--- src/rtl/fft64_pkg.sv ---
// ----------------------------------------------------------------------------
// fft64_pkg
// Shared types, constants and twiddle table for the 64-point radix-2 FFT.
// ----------------------------------------------------------------------------
package fft64_pkg;

  localparam int POINTS   = 64;
  localparam int LOG2_PTS = 6;
  localparam int HALF_PTS = POINTS / 2;
  localparam int DATA_W   = 24;
  localparam int TW_W     = 16;
  localparam int PROD_W   = DATA_W + TW_W;
  localparam int SAMPLE_W = 16;
  localparam int OUT_W    = 23;

  localparam logic [LOG2_PTS-1:0] LAST_ADDR  = 6'(POINTS - 1);
  localparam logic [4:0]          LAST_BFLY  = 5'(HALF_PTS - 1);
  localparam logic [2:0]          LAST_STAGE = 3'(LOG2_PTS - 1);

  typedef logic [LOG2_PTS-1:0]      addr_t;
  typedef logic signed [DATA_W-1:0] data_t;
  typedef logic signed [TW_W-1:0]   twid_t;

  typedef struct packed {
    twid_t re;
    twid_t im;
  } twiddle_t;

  typedef enum logic [3:0] {
    ST_LOAD,
    ST_BF_RD,
    ST_BF_MUL,
    ST_BF_ADD,
    ST_BF_WA,
    ST_BF_WB,
    ST_UN_RD,
    ST_UN_LD,
    ST_UN_OUT
  } state_t;

  // Commands from the sequencer to the datapath
  typedef struct packed {
    logic       load_wr;
    logic       issue_rd;
    logic       mult;
    logic       add;
    logic       wr_a;
    logic       wr_b;
    logic       unl_rd;
    logic       out_load;
    logic [2:0] stage;
    logic [4:0] bfly;
    addr_t      count;
  } cmd_t;

  function automatic addr_t bit_rev(input addr_t v);
    addr_t r;
    for (int i = 0; i < LOG2_PTS; i++) begin
      r[i] = v[LOG2_PTS-1-i];
    end
    return r;
  endfunction

  // cos and sin of 2*pi*e/64 in Q1.14 for the first quarter turn
  function automatic twiddle_t quarter_tab(input logic [4:0] e);
    twiddle_t t;
    unique case (e)
      5'd0:    t = '{re: 16'sd16384, im: 16'sd0};
      5'd1:    t = '{re: 16'sd16305, im: 16'sd1606};
      5'd2:    t = '{re: 16'sd16069, im: 16'sd3196};
      5'd3:    t = '{re: 16'sd15679, im: 16'sd4756};
      5'd4:    t = '{re: 16'sd15137, im: 16'sd6270};
      5'd5:    t = '{re: 16'sd14449, im: 16'sd7723};
      5'd6:    t = '{re: 16'sd13623, im: 16'sd9102};
      5'd7:    t = '{re: 16'sd12665, im: 16'sd10394};
      5'd8:    t = '{re: 16'sd11585, im: 16'sd11585};
      5'd9:    t = '{re: 16'sd10394, im: 16'sd12665};
      5'd10:   t = '{re: 16'sd9102,  im: 16'sd13623};
      5'd11:   t = '{re: 16'sd7723,  im: 16'sd14449};
      5'd12:   t = '{re: 16'sd6270,  im: 16'sd15137};
      5'd13:   t = '{re: 16'sd4756,  im: 16'sd15679};
      5'd14:   t = '{re: 16'sd3196,  im: 16'sd16069};
      5'd15:   t = '{re: 16'sd1606,  im: 16'sd16305};
      5'd16:   t = '{re: 16'sd0,     im: 16'sd16384};
      default: t = '{re: 16'sd0,     im: 16'sd0};
    endcase
    return t;
  endfunction

  // Second quarter by symmetry: cos negated, sin mirrored
  function automatic twiddle_t twiddle(input logic [4:0] p);
    twiddle_t t;
    if (p <= 5'd16) begin
      t = quarter_tab(p);
    end else begin
      t    = quarter_tab(5'(6'd32 - {1'b0, p}));
      t.re = -t.re;
    end
    return t;
  endfunction

endpackage

--- src/rtl/fft64_ctrl.sv ---
// ----------------------------------------------------------------------------
// fft64_ctrl
// Sequencer: load count, stage and butterfly counters, unload handshake.
// ----------------------------------------------------------------------------
module fft64_ctrl (
  input  logic            clk,
  input  logic            rst_n,
  input  logic            in_valid,
  output logic            in_stall,
  output logic            out_valid,
  input  logic            out_stall,
  output logic            out_last,
  output fft64_pkg::cmd_t cmd
);

  fft64_pkg::state_t state_r, state_nxt;
  logic [2:0]        stage_r, stage_nxt;
  logic [4:0]        bfly_r, bfly_nxt;
  fft64_pkg::addr_t  count_r, count_nxt;

  // Hold state and counters
  always_ff @(posedge clk) begin
    if (!rst_n) begin
      state_r <= fft64_pkg::ST_LOAD;
      stage_r <= '0;
      bfly_r  <= '0;
      count_r <= '0;
    end else begin
      state_r <= state_nxt;
      stage_r <= stage_nxt;
      bfly_r  <= bfly_nxt;
      count_r <= count_nxt;
    end
  end

  // Next state and commands
  always_comb begin
    state_nxt = state_r;
    stage_nxt = stage_r;
    bfly_nxt  = bfly_r;
    count_nxt = count_r;
    cmd       = '0;
    cmd.stage = stage_r;
    cmd.bfly  = bfly_r;
    cmd.count = count_r;
    unique case (state_r)
      fft64_pkg::ST_LOAD: begin
        if (in_valid) begin
          cmd.load_wr = 1'b1;
          if (count_r == fft64_pkg::LAST_ADDR) begin
            count_nxt = '0;
            stage_nxt = '0;
            bfly_nxt  = '0;
            state_nxt = fft64_pkg::ST_BF_RD;
          end else begin
            count_nxt = count_r + 6'd1;
          end
        end
      end
      fft64_pkg::ST_BF_RD: begin
        cmd.issue_rd = 1'b1;
        state_nxt    = fft64_pkg::ST_BF_MUL;
      end
      fft64_pkg::ST_BF_MUL: begin
        cmd.mult  = 1'b1;
        state_nxt = fft64_pkg::ST_BF_ADD;
      end
      fft64_pkg::ST_BF_ADD: begin
        cmd.add   = 1'b1;
        state_nxt = fft64_pkg::ST_BF_WA;
      end
      fft64_pkg::ST_BF_WA: begin
        cmd.wr_a  = 1'b1;
        state_nxt = fft64_pkg::ST_BF_WB;
      end
      fft64_pkg::ST_BF_WB: begin
        cmd.wr_b  = 1'b1;
        state_nxt = fft64_pkg::ST_BF_RD;
        if (bfly_r == fft64_pkg::LAST_BFLY) begin
          bfly_nxt = '0;
          if (stage_r == fft64_pkg::LAST_STAGE) begin
            count_nxt = '0;
            state_nxt = fft64_pkg::ST_UN_RD;
          end else begin
            stage_nxt = stage_r + 3'd1;
          end
        end else begin
          bfly_nxt = bfly_r + 5'd1;
        end
      end
      fft64_pkg::ST_UN_RD: begin
        cmd.unl_rd = 1'b1;
        state_nxt  = fft64_pkg::ST_UN_LD;
      end
      fft64_pkg::ST_UN_LD: begin
        cmd.out_load = 1'b1;
        state_nxt    = fft64_pkg::ST_UN_OUT;
      end
      fft64_pkg::ST_UN_OUT: begin
        if (!out_stall) begin
          if (count_r == fft64_pkg::LAST_ADDR) begin
            count_nxt = '0;
            state_nxt = fft64_pkg::ST_LOAD;
          end else begin
            count_nxt = count_r + 6'd1;
            state_nxt = fft64_pkg::ST_UN_RD;
          end
        end
      end
      default: state_nxt = fft64_pkg::ST_LOAD;
    endcase
  end

  assign in_stall  = (state_r != fft64_pkg::ST_LOAD);
  assign out_valid = (state_r == fft64_pkg::ST_UN_OUT);
  assign out_last  = out_valid && (count_r == fft64_pkg::LAST_ADDR);

endmodule

--- config.mk ---
export PLATFORM = sky130hd
export DESIGN_NAME = fft64_ctrl
export DESIGN_NICKNAME = d
export VERILOG_FILES = /design/src/rtl/fft64_pkg.sv /design/src/rtl/fft64_ctrl.sv
export SDC_FILE = /design/constraint.sdc
export NUM_CORES = 1
export LEC_CHECK = 0
export ABC_AREA = 1
export ABC_CLOCK_PERIOD_IN_PS = 1450
export BUFFER_PORTS_ARGS = -buffer_cell sky130_fd_sc_hd__buf_2
export CAP_MARGIN = 5
export CORE_ASPECT_RATIO = 1.4
export CORE_UTILIZATION = 46
export CTS_CLUSTER_SIZE = 25
export DETAILED_ROUTE_END_ITERATION = 8
export HOLD_SLACK_MARGIN = 0.1
export PLACE_DENSITY = 0.83
export SLEW_MARGIN = 20
export SYNTH_ARGS = -nofsm -noshare
export SYNTH_HDL_FRONTEND = slang
export SYNTH_SLANG_ARGS = --single-unit
--- constraint.sdc ---
create_clock -name clk -period 1.45 [get_ports clk]
set_input_delay 0.0725 -clock clk [delete_from_list [all_inputs] [get_ports clk]]
set_output_delay 0.0725 -clock clk [all_outputs]
set_load 0.05 [all_outputs]
==> metrics, run 1 <==
DRC Markers=2; I/O pins=29; area of the mapped netlist=between 0.001 and 0.0015 mm^2; global-route track usage on met2=0.522; CTS tree=done; global-route wire length before repair=between 4 and 5 mm; GR Layer Usage met1=0.234; DR pass1 iterations=6; Final Total Pwr=0.916 mW; Max Slew Vio Count=0; antenna cells=0; Arrival @ worst endpoint=1760 ps; Most Crowded Layer GR=met2; max-cap violations=0; maximum fanout encountered on the critical timing path=6; Reg2Reg Depth=10; element type at the critical path start=flip-flop; area of the die=between 0.002 and 0.003 mm^2; nets in the synthesized netlist=approximately 190; count of input and output buffers=28; global routing met3 resource utilization=0.0272; worst-case register-to-register setup slack=-80 ps; via count of the first global-routing pass=1263; element type at the critical path end=flip-flop; number of buffers on the longest clock path=2; maximum frequency from static timing analysis=around 0.66 GHz; worst clock skew=between 7 and 8 ps; Root Buffer Master=clkbuf_4; Hold Fails Final Rpt=0; weighted congestion at the end of routability-driven global placement=around 0.85; placed instance count=between 200 and 250; final critical path time including I/O delays and setup=1530 ps; number of clock sinks seen by CTS=18; detail-routed net length per standard cell=approximately 12 um; Netlist cell types=22; placed wire-length estimate after detailed placement=between 2 and 2.5 mm; classification of the worst setup path=reg2reg; fin crit share=1.05; cell area reported after detailed placement=around 0.0015 mm^2; pin count of the biggest net entering global routing=15; worst hold path class=in2reg; unrepaired setup endpoints after global routing=yes; per-instance average area after synthesis=approximately 6.2 um^2; Pwr per Cell Area=between 500 and 600 mW/mm^2; fraction of final layout cells with drive strength greater than 1=0.457; pin slew with the least headroom to its limit=about 510 ps; count of mapped cells out of synthesis=approximately 180; clock-pin slew of the registers on the worst-case setup and hold paths=~110 ps; fill cell total of the finished layout=between 150 and 200; effective utilization at floorplan=0.502; fraction of the yosys area taken by sequential cells=0.323; accumulated negative setup slack=-384 ps; Die Height=approximately 60 um; Skew-Pair Late Insertion Delay=310 ps; fraction of synthesized area in multiplexers=0; routed vias=1306; drt via density=~5.2; nets@finish=240; violated checks=design-rule violations, negative setup slack; maximum level of the CTS H-tree=1; leakage power of the design=between 0.8 and 0.9 nW; arithmetic-cell share of the synthesized area counting full adders, half adders and majority gates=0.0560; Hold Path Depth=7; FP Rows=20; core area=0.00223 mm^2; layout-stage area growth over the synthesis result=52.1%; required time of the critical path=1690 ps; share of synthesized cell area in and, or, nand and nor gates=0.432; number of antenna-violating nets in the routed design=0; number of antenna violations at the first check in global routing=0; status=finished, violations left; global routing usage summed across all routing layers=0.250; horizontal die dimension=43.7 um; synthesized-area fraction occupied by ao, oa, aoi and oai cells=0.0952; wire length reported by the detailed router=3.04 mm; largest family of logic cells by synthesized area=simple AND/OR/NAND/NOR gates; area of all placed cells without fillers=between 0.0015 and 0.002 mm^2; number of synthesized register bits=18; setup slack after layout=-76.2 ps; Iter 0 DRT Violations=44; final non-filler cell total=around 250; Synth warnings=0; count of endpoints failing setup in the final report=10; total overflow reported by the global router=0; Num CTS Buffers=3; worst slew margin relative to its limit=0.660; Max rail drop VDD=about 0.48 mV; parity-gate share of the synthesized area counting xor and xnor cells=0; utilization of the core after routing=0.763
==> layout make-up <==
type,count,area (um^2),area share
Tap cell,22,27.5,0.0162
Multi-Input combinational cell,133,807,0.475
Timing Repair Buffer,48,335,0.197
Sequential cell,18,387,0.228
Clock buffer,4,36.3,0.0214
Inverter,27,106,0.0626
==> worst paths after layout <==
kind                                start    endpoint
worst min register to register  bfly_r[3]   bfly_r[3]
worst max-delay path            bfly_r[0]  count_r[1]
worst max register to register  bfly_r[0]  count_r[1]
worst min-delay path             in_valid  stage_r[2]
==> critical path, stage by stage (launching register included) <==
cell and delay (ps):
dfxtp_4 380, ha_4 130, nand2_2 50, nor2_2 80, ha_2 200, nand3_4 80
nand2_2 100, nand2_2 60, nor2_4 160, nand3_1 90, a21oi_1 130
==> power breakdown <==
part,internal (mW),switching (mW),total (mW)
logic,0.0324,0.0601,0.0925
clock network,0.153,0.170,0.323
registers,0.495,0.00562,0.500
total,0.681,0.235,0.916
==> stage by stage <==
step	worst slack (ps)	hold slack, ps
finish	-76.2	430
CTS	-66.1	437
detailed placement	-52.3	357
global route	-217	506
global placement	-27.8	357
floorplan	-138	186
==> Yosys cell counts (all sizes together) <==
cell type  instances  area (um^2)
or2                1         6.26
inv               27          101
a211oi             1         7.51
o22ai              1         6.26
nor2              34          155
dfxtp             18          360
o21bai             1         7.51
nand4              3         18.8
a21oi             13         65.1
nand2             54          218
nor3               4         20.0
clkbuf             1         3.75
o21ai              4         20.0
nand3             12         65.1
ha                 5         62.6
==> cells by family after synthesis <==
kind of cell	after synthesis
adders and majority gates	5
AOI/OAI and AO/OA	20
DFF	18
buffers and inverters	28
and+or+nand+nor	108
==> timing repair <==
item / in CTS / in global routing
gates resized for setup: 22 / 17
hold endpoints to repair: 5 / 0
pin swaps: 7 / 10
hold buffers: 2 / 0
cloned: 0 / 0
setup endpoints to repair: 18 / 27
setup buffers: 2 / 1
==> routing by layer <==
metal / up-vias / wire length (um)
met5: - / 0
met2: 37 / 1720
met4: 0 / 40
met1: 599 / 1190
li1: 665 / -
met3: 5 / 94
==> placed cells by master, fill, tap and decap left out, types with 3 or more instances in the layout <==
master / n
nand2_1: 41
nand2_2: 10
dfxtp_4: 4
dfxtp_2: 9
nand4_1: 3
nor2_4: 6
nand2_4: 3
inv_1: 22
o21ai_1: 3
a21oi_1: 10
nand3_1: 8
nor3_1: 3
buf_2: 23
clkbuf_4: 4
nor2_1: 23
nor2_2: 5
dfxtp_1: 5
a21oi_2: 3
inv_2: 3
buf_4: 18
nand3_4: 3
==> state kept, by name, summed over array words and instances, names as in the netlist <==
name     count
count_r      6
bfly_r       5
state_r      4
stage_r      3
No activity file was read; power rests on OpenSTA's default activity.
==> inputs of run 2 (changes only) <==
--- a/config.mk
+++ b/config.mk
@@ -6,15 +6,16 @@
 export NUM_CORES = 1
 export LEC_CHECK = 0
 export ABC_AREA = 1
-export ABC_CLOCK_PERIOD_IN_PS = 1450
+export ABC_CLOCK_PERIOD_IN_PS = 1560
 export BUFFER_PORTS_ARGS = -buffer_cell sky130_fd_sc_hd__buf_2
 export CAP_MARGIN = 5
 export CORE_ASPECT_RATIO = 1.4
-export CORE_UTILIZATION = 46
+export CORE_UTILIZATION = 50
 export CTS_CLUSTER_SIZE = 25
 export DETAILED_ROUTE_END_ITERATION = 8
 export HOLD_SLACK_MARGIN = 0.1
-export PLACE_DENSITY = 0.83
+export PLACE_DENSITY = 0.85
+export SKIP_LAST_GASP = 1
 export SLEW_MARGIN = 20
 export SYNTH_ARGS = -nofsm -noshare
 export SYNTH_HDL_FRONTEND = slang
==> constraint.sdc (replaced) <==
create_clock -name clk -period 1.56 [get_ports clk]
set_input_delay 0.078 -clock clk [delete_from_list [all_inputs] [get_ports clk]]
set_output_delay 0.078 -clock clk [all_outputs]
set_load 0.05 [all_outputs]
==> run 2 against run 1 <==
  * The flow finishes with violations (negative setup slack)
  * Global-route usage increased by 3.8 points
  * Sequential cell count unchanged
  * Hold slack got worse by 27 ps
  * Critical path depth decreased by 1
  * Clock power decreased by 6%
  * Sequential power decreased by 7.0%
  * Clock-buffer cell count unchanged
  * Maximum frequency decreased by 3.4%
  * Cell count decreased by 2.4%
  * Largest power group unchanged
==> metrics, run 2 (synthesized netlist as in run 1, its figures left out) <==
status=finished, violations left; violated checks=negative setup slack; maximum level of the CTS H-tree=1; drt via density=about 5.6; area of the die=roughly 0.0024 mm^2; maximum frequency from static timing analysis=around 0.63 GHz; number of clock sinks seen by CTS=18; most frequent cells in the layout=43 x nand2_1, 25 x nor2_1, 25 x buf_2; effective utilization at floorplan=0.547; number of antenna violations at the first check in global routing=0; share of total power consumed by net switching=0.263; Reg with most FFs=count_r; max-cap violations=0; final critical path time including I/O delays and setup=~1600 ps; leading cell type in the layout, fill and taps excluded=nand2_1; Comb pwr share=0.106; required time of the critical path=1740 ps; count of endpoints failing setup in the final report=5; detail-routed net length per standard cell=between 10 and 15 um; placed wire-length estimate after detailed placement=approximately 2.3 mm; worst slack at placement=-17.8 ps; area of all placed cells without fillers=around 0.0016 mm^2; Skew-Pair Late Insertion Delay=roughly 310 ps; flip-flop count of the largest register after layout=6; wire length reported by the detailed router=around 3.6 mm; accumulated negative setup slack=-49.0 ps; fraction of final layout cells with drive strength greater than 1=0.422; share of power burned in the clock network=0.354; core area=0.00204 mm^2; CTS tree=done; horizontal die dimension=roughly 42 um; nets@finish=between 200 and 250; Hold Fails Final Rpt=0; Largest regs=count_r: 6 flops, bfly_r: 5 flops, state_r: 4 flops; element type at the critical path start=flip-flop; final non-filler cell total=around 250; total overflow reported by the global router=0; maximum fanout encountered on the critical timing path=6; worst slew margin relative to its limit=0.610; placed instance count=231; setup slack after layout=-19.9 ps; number of antenna-violating nets in the routed design=0; classification of the worst setup path=reg2reg; fin crit share=1.01; worst hold path class=in2reg; element type at the critical path end=flip-flop; worst-case register-to-register setup slack=-20 ps; Pwr per Cell Area=about 530 mW/mm^2; via count of the first global-routing pass=around 1300; layout-stage area growth over the synthesis result=45.2%; leakage power of the design=0.797 nW; Arrival @ worst endpoint=~1800 ps; number of buffers on the longest clock path=2; Root Buffer Master=clkbuf_4; Die Height=about 58 um; area occupied by registers=between 300 and 400 um^2; worst hold-check slack=just over 400 ps; global routing usage summed across all routing layers=0.289; power dissipated by switching net loads=0.227 mW; antenna cells=0; area of the multi-input gates=approximately 800 um^2; Num CTS Buffers=3; FP Rows=19; unrepaired setup endpoints after global routing=yes; pin count of the biggest net entering global routing=15; clock-pin slew of the registers on the worst-case setup and hold paths=110 ps; I/O pins=29; cell area reported after detailed placement=approximately 0.0014 mm^2; worst clock skew=around 2.6 ps; Max rail drop VDD=0.538 mV; internal cell power=0.634 mW; Iter 0 DRT Violations=40; weighted congestion at the end of routability-driven global placement=between 0.8 and 0.9; Max Slew Vio Count=0; DR pass1 iterations=4; global-route wire length before repair=5.36 mm; DRC Markers=0; fill cell total of the finished layout=140; sequential share of power=0.540; routed vias=between 1000 and 1500; pin slew with the least headroom to its limit=585 ps; count of input and output buffers=28
-- run 2: cell count changes in the layout (fill, tap and decap cells not counted), moves of 2 or more --
cell     delta
buf_4       -5
dfxtp_1     +3
dfxtp_2     -3
buf_2       +2
inv_2       +2
nand2_1     +2
nand2_2     -2
nor2_1      +2
nor2_4      -2
-- run 2: power by group through the flow --
stage	Combinational [mW]	Sequential [mW]	Clock, mW
after floorplan	0.0334	0.491	0
after global placement	0.0653	0.475	0
after detailed placement	0.0674	0.476	0
after CTS	0.0830	0.465	0.305
after global routing	0.0979	0.466	0.319
final	0.0912	0.465	0.304
-- run 2: final timing paths --
path                            startpoint         end  cells past startpoint
worst min register to register   bfly_r[3]   bfly_r[3]                      2
worst max-delay path             bfly_r[0]  count_r[2]                      9
worst max register to register   bfly_r[0]  count_r[2]                      9
worst min-delay path              in_valid   bfly_r[2]                      6
-- run 2: layer usage --
| layer | up-vias | global-route usage | part of all wire |
|---|---|---|---|
| li1 | 660 | - | - |
| met1 | 629 | 0.287 | 0.38 |
| met2 | 68 | 0.525 | 0.54 |
| met3 | 17 | 0.0561 | 0.047 |
| met4 | 0 | 0.212 | 0.041 |
| met5 | - | 0 | 0 |
-- run 2: critical path: stages (launching register included) --
cell and delay [ps]:
dfxtp_4 380, ha_4 140, nand2_4 60, nor2_4 100, ha_4 160, nand3_4 90
o21ai_1 210, nand2_2 130, nand2_1 120, a21oi_2 60
-- run 2: layout make-up --
class | instances | area share
repair buffers | 43 | 0.168
clock buffers | 4 | 0.0224
multi-input cells | 133 | 0.493
inverters | 27 | 0.0640
flip-flops and latches | 18 | 0.236
well taps | 21 | 0.0162
-- run 2: timing repair --
item / CTS / global route
setup endpoints to repair: 9 / 19
hold buffers: 2 / 0
hold endpoints to repair: 5 / 0
pin swaps: 3 / 7
gates resized for setup: 14 / 17
setup buffers: 6 / 3
-- run 2: through the flow --
stage / total power, mW / utilization
2_1_floorplan: 0.525 / -
4_1_cts: 0.853 / 0.750
5_1_grt: 0.882 / 0.794
3_5_place_dp: 0.543 / 0.675
6_report: 0.861 / 0.794
3_3_place_gp: 0.540 / 0.675
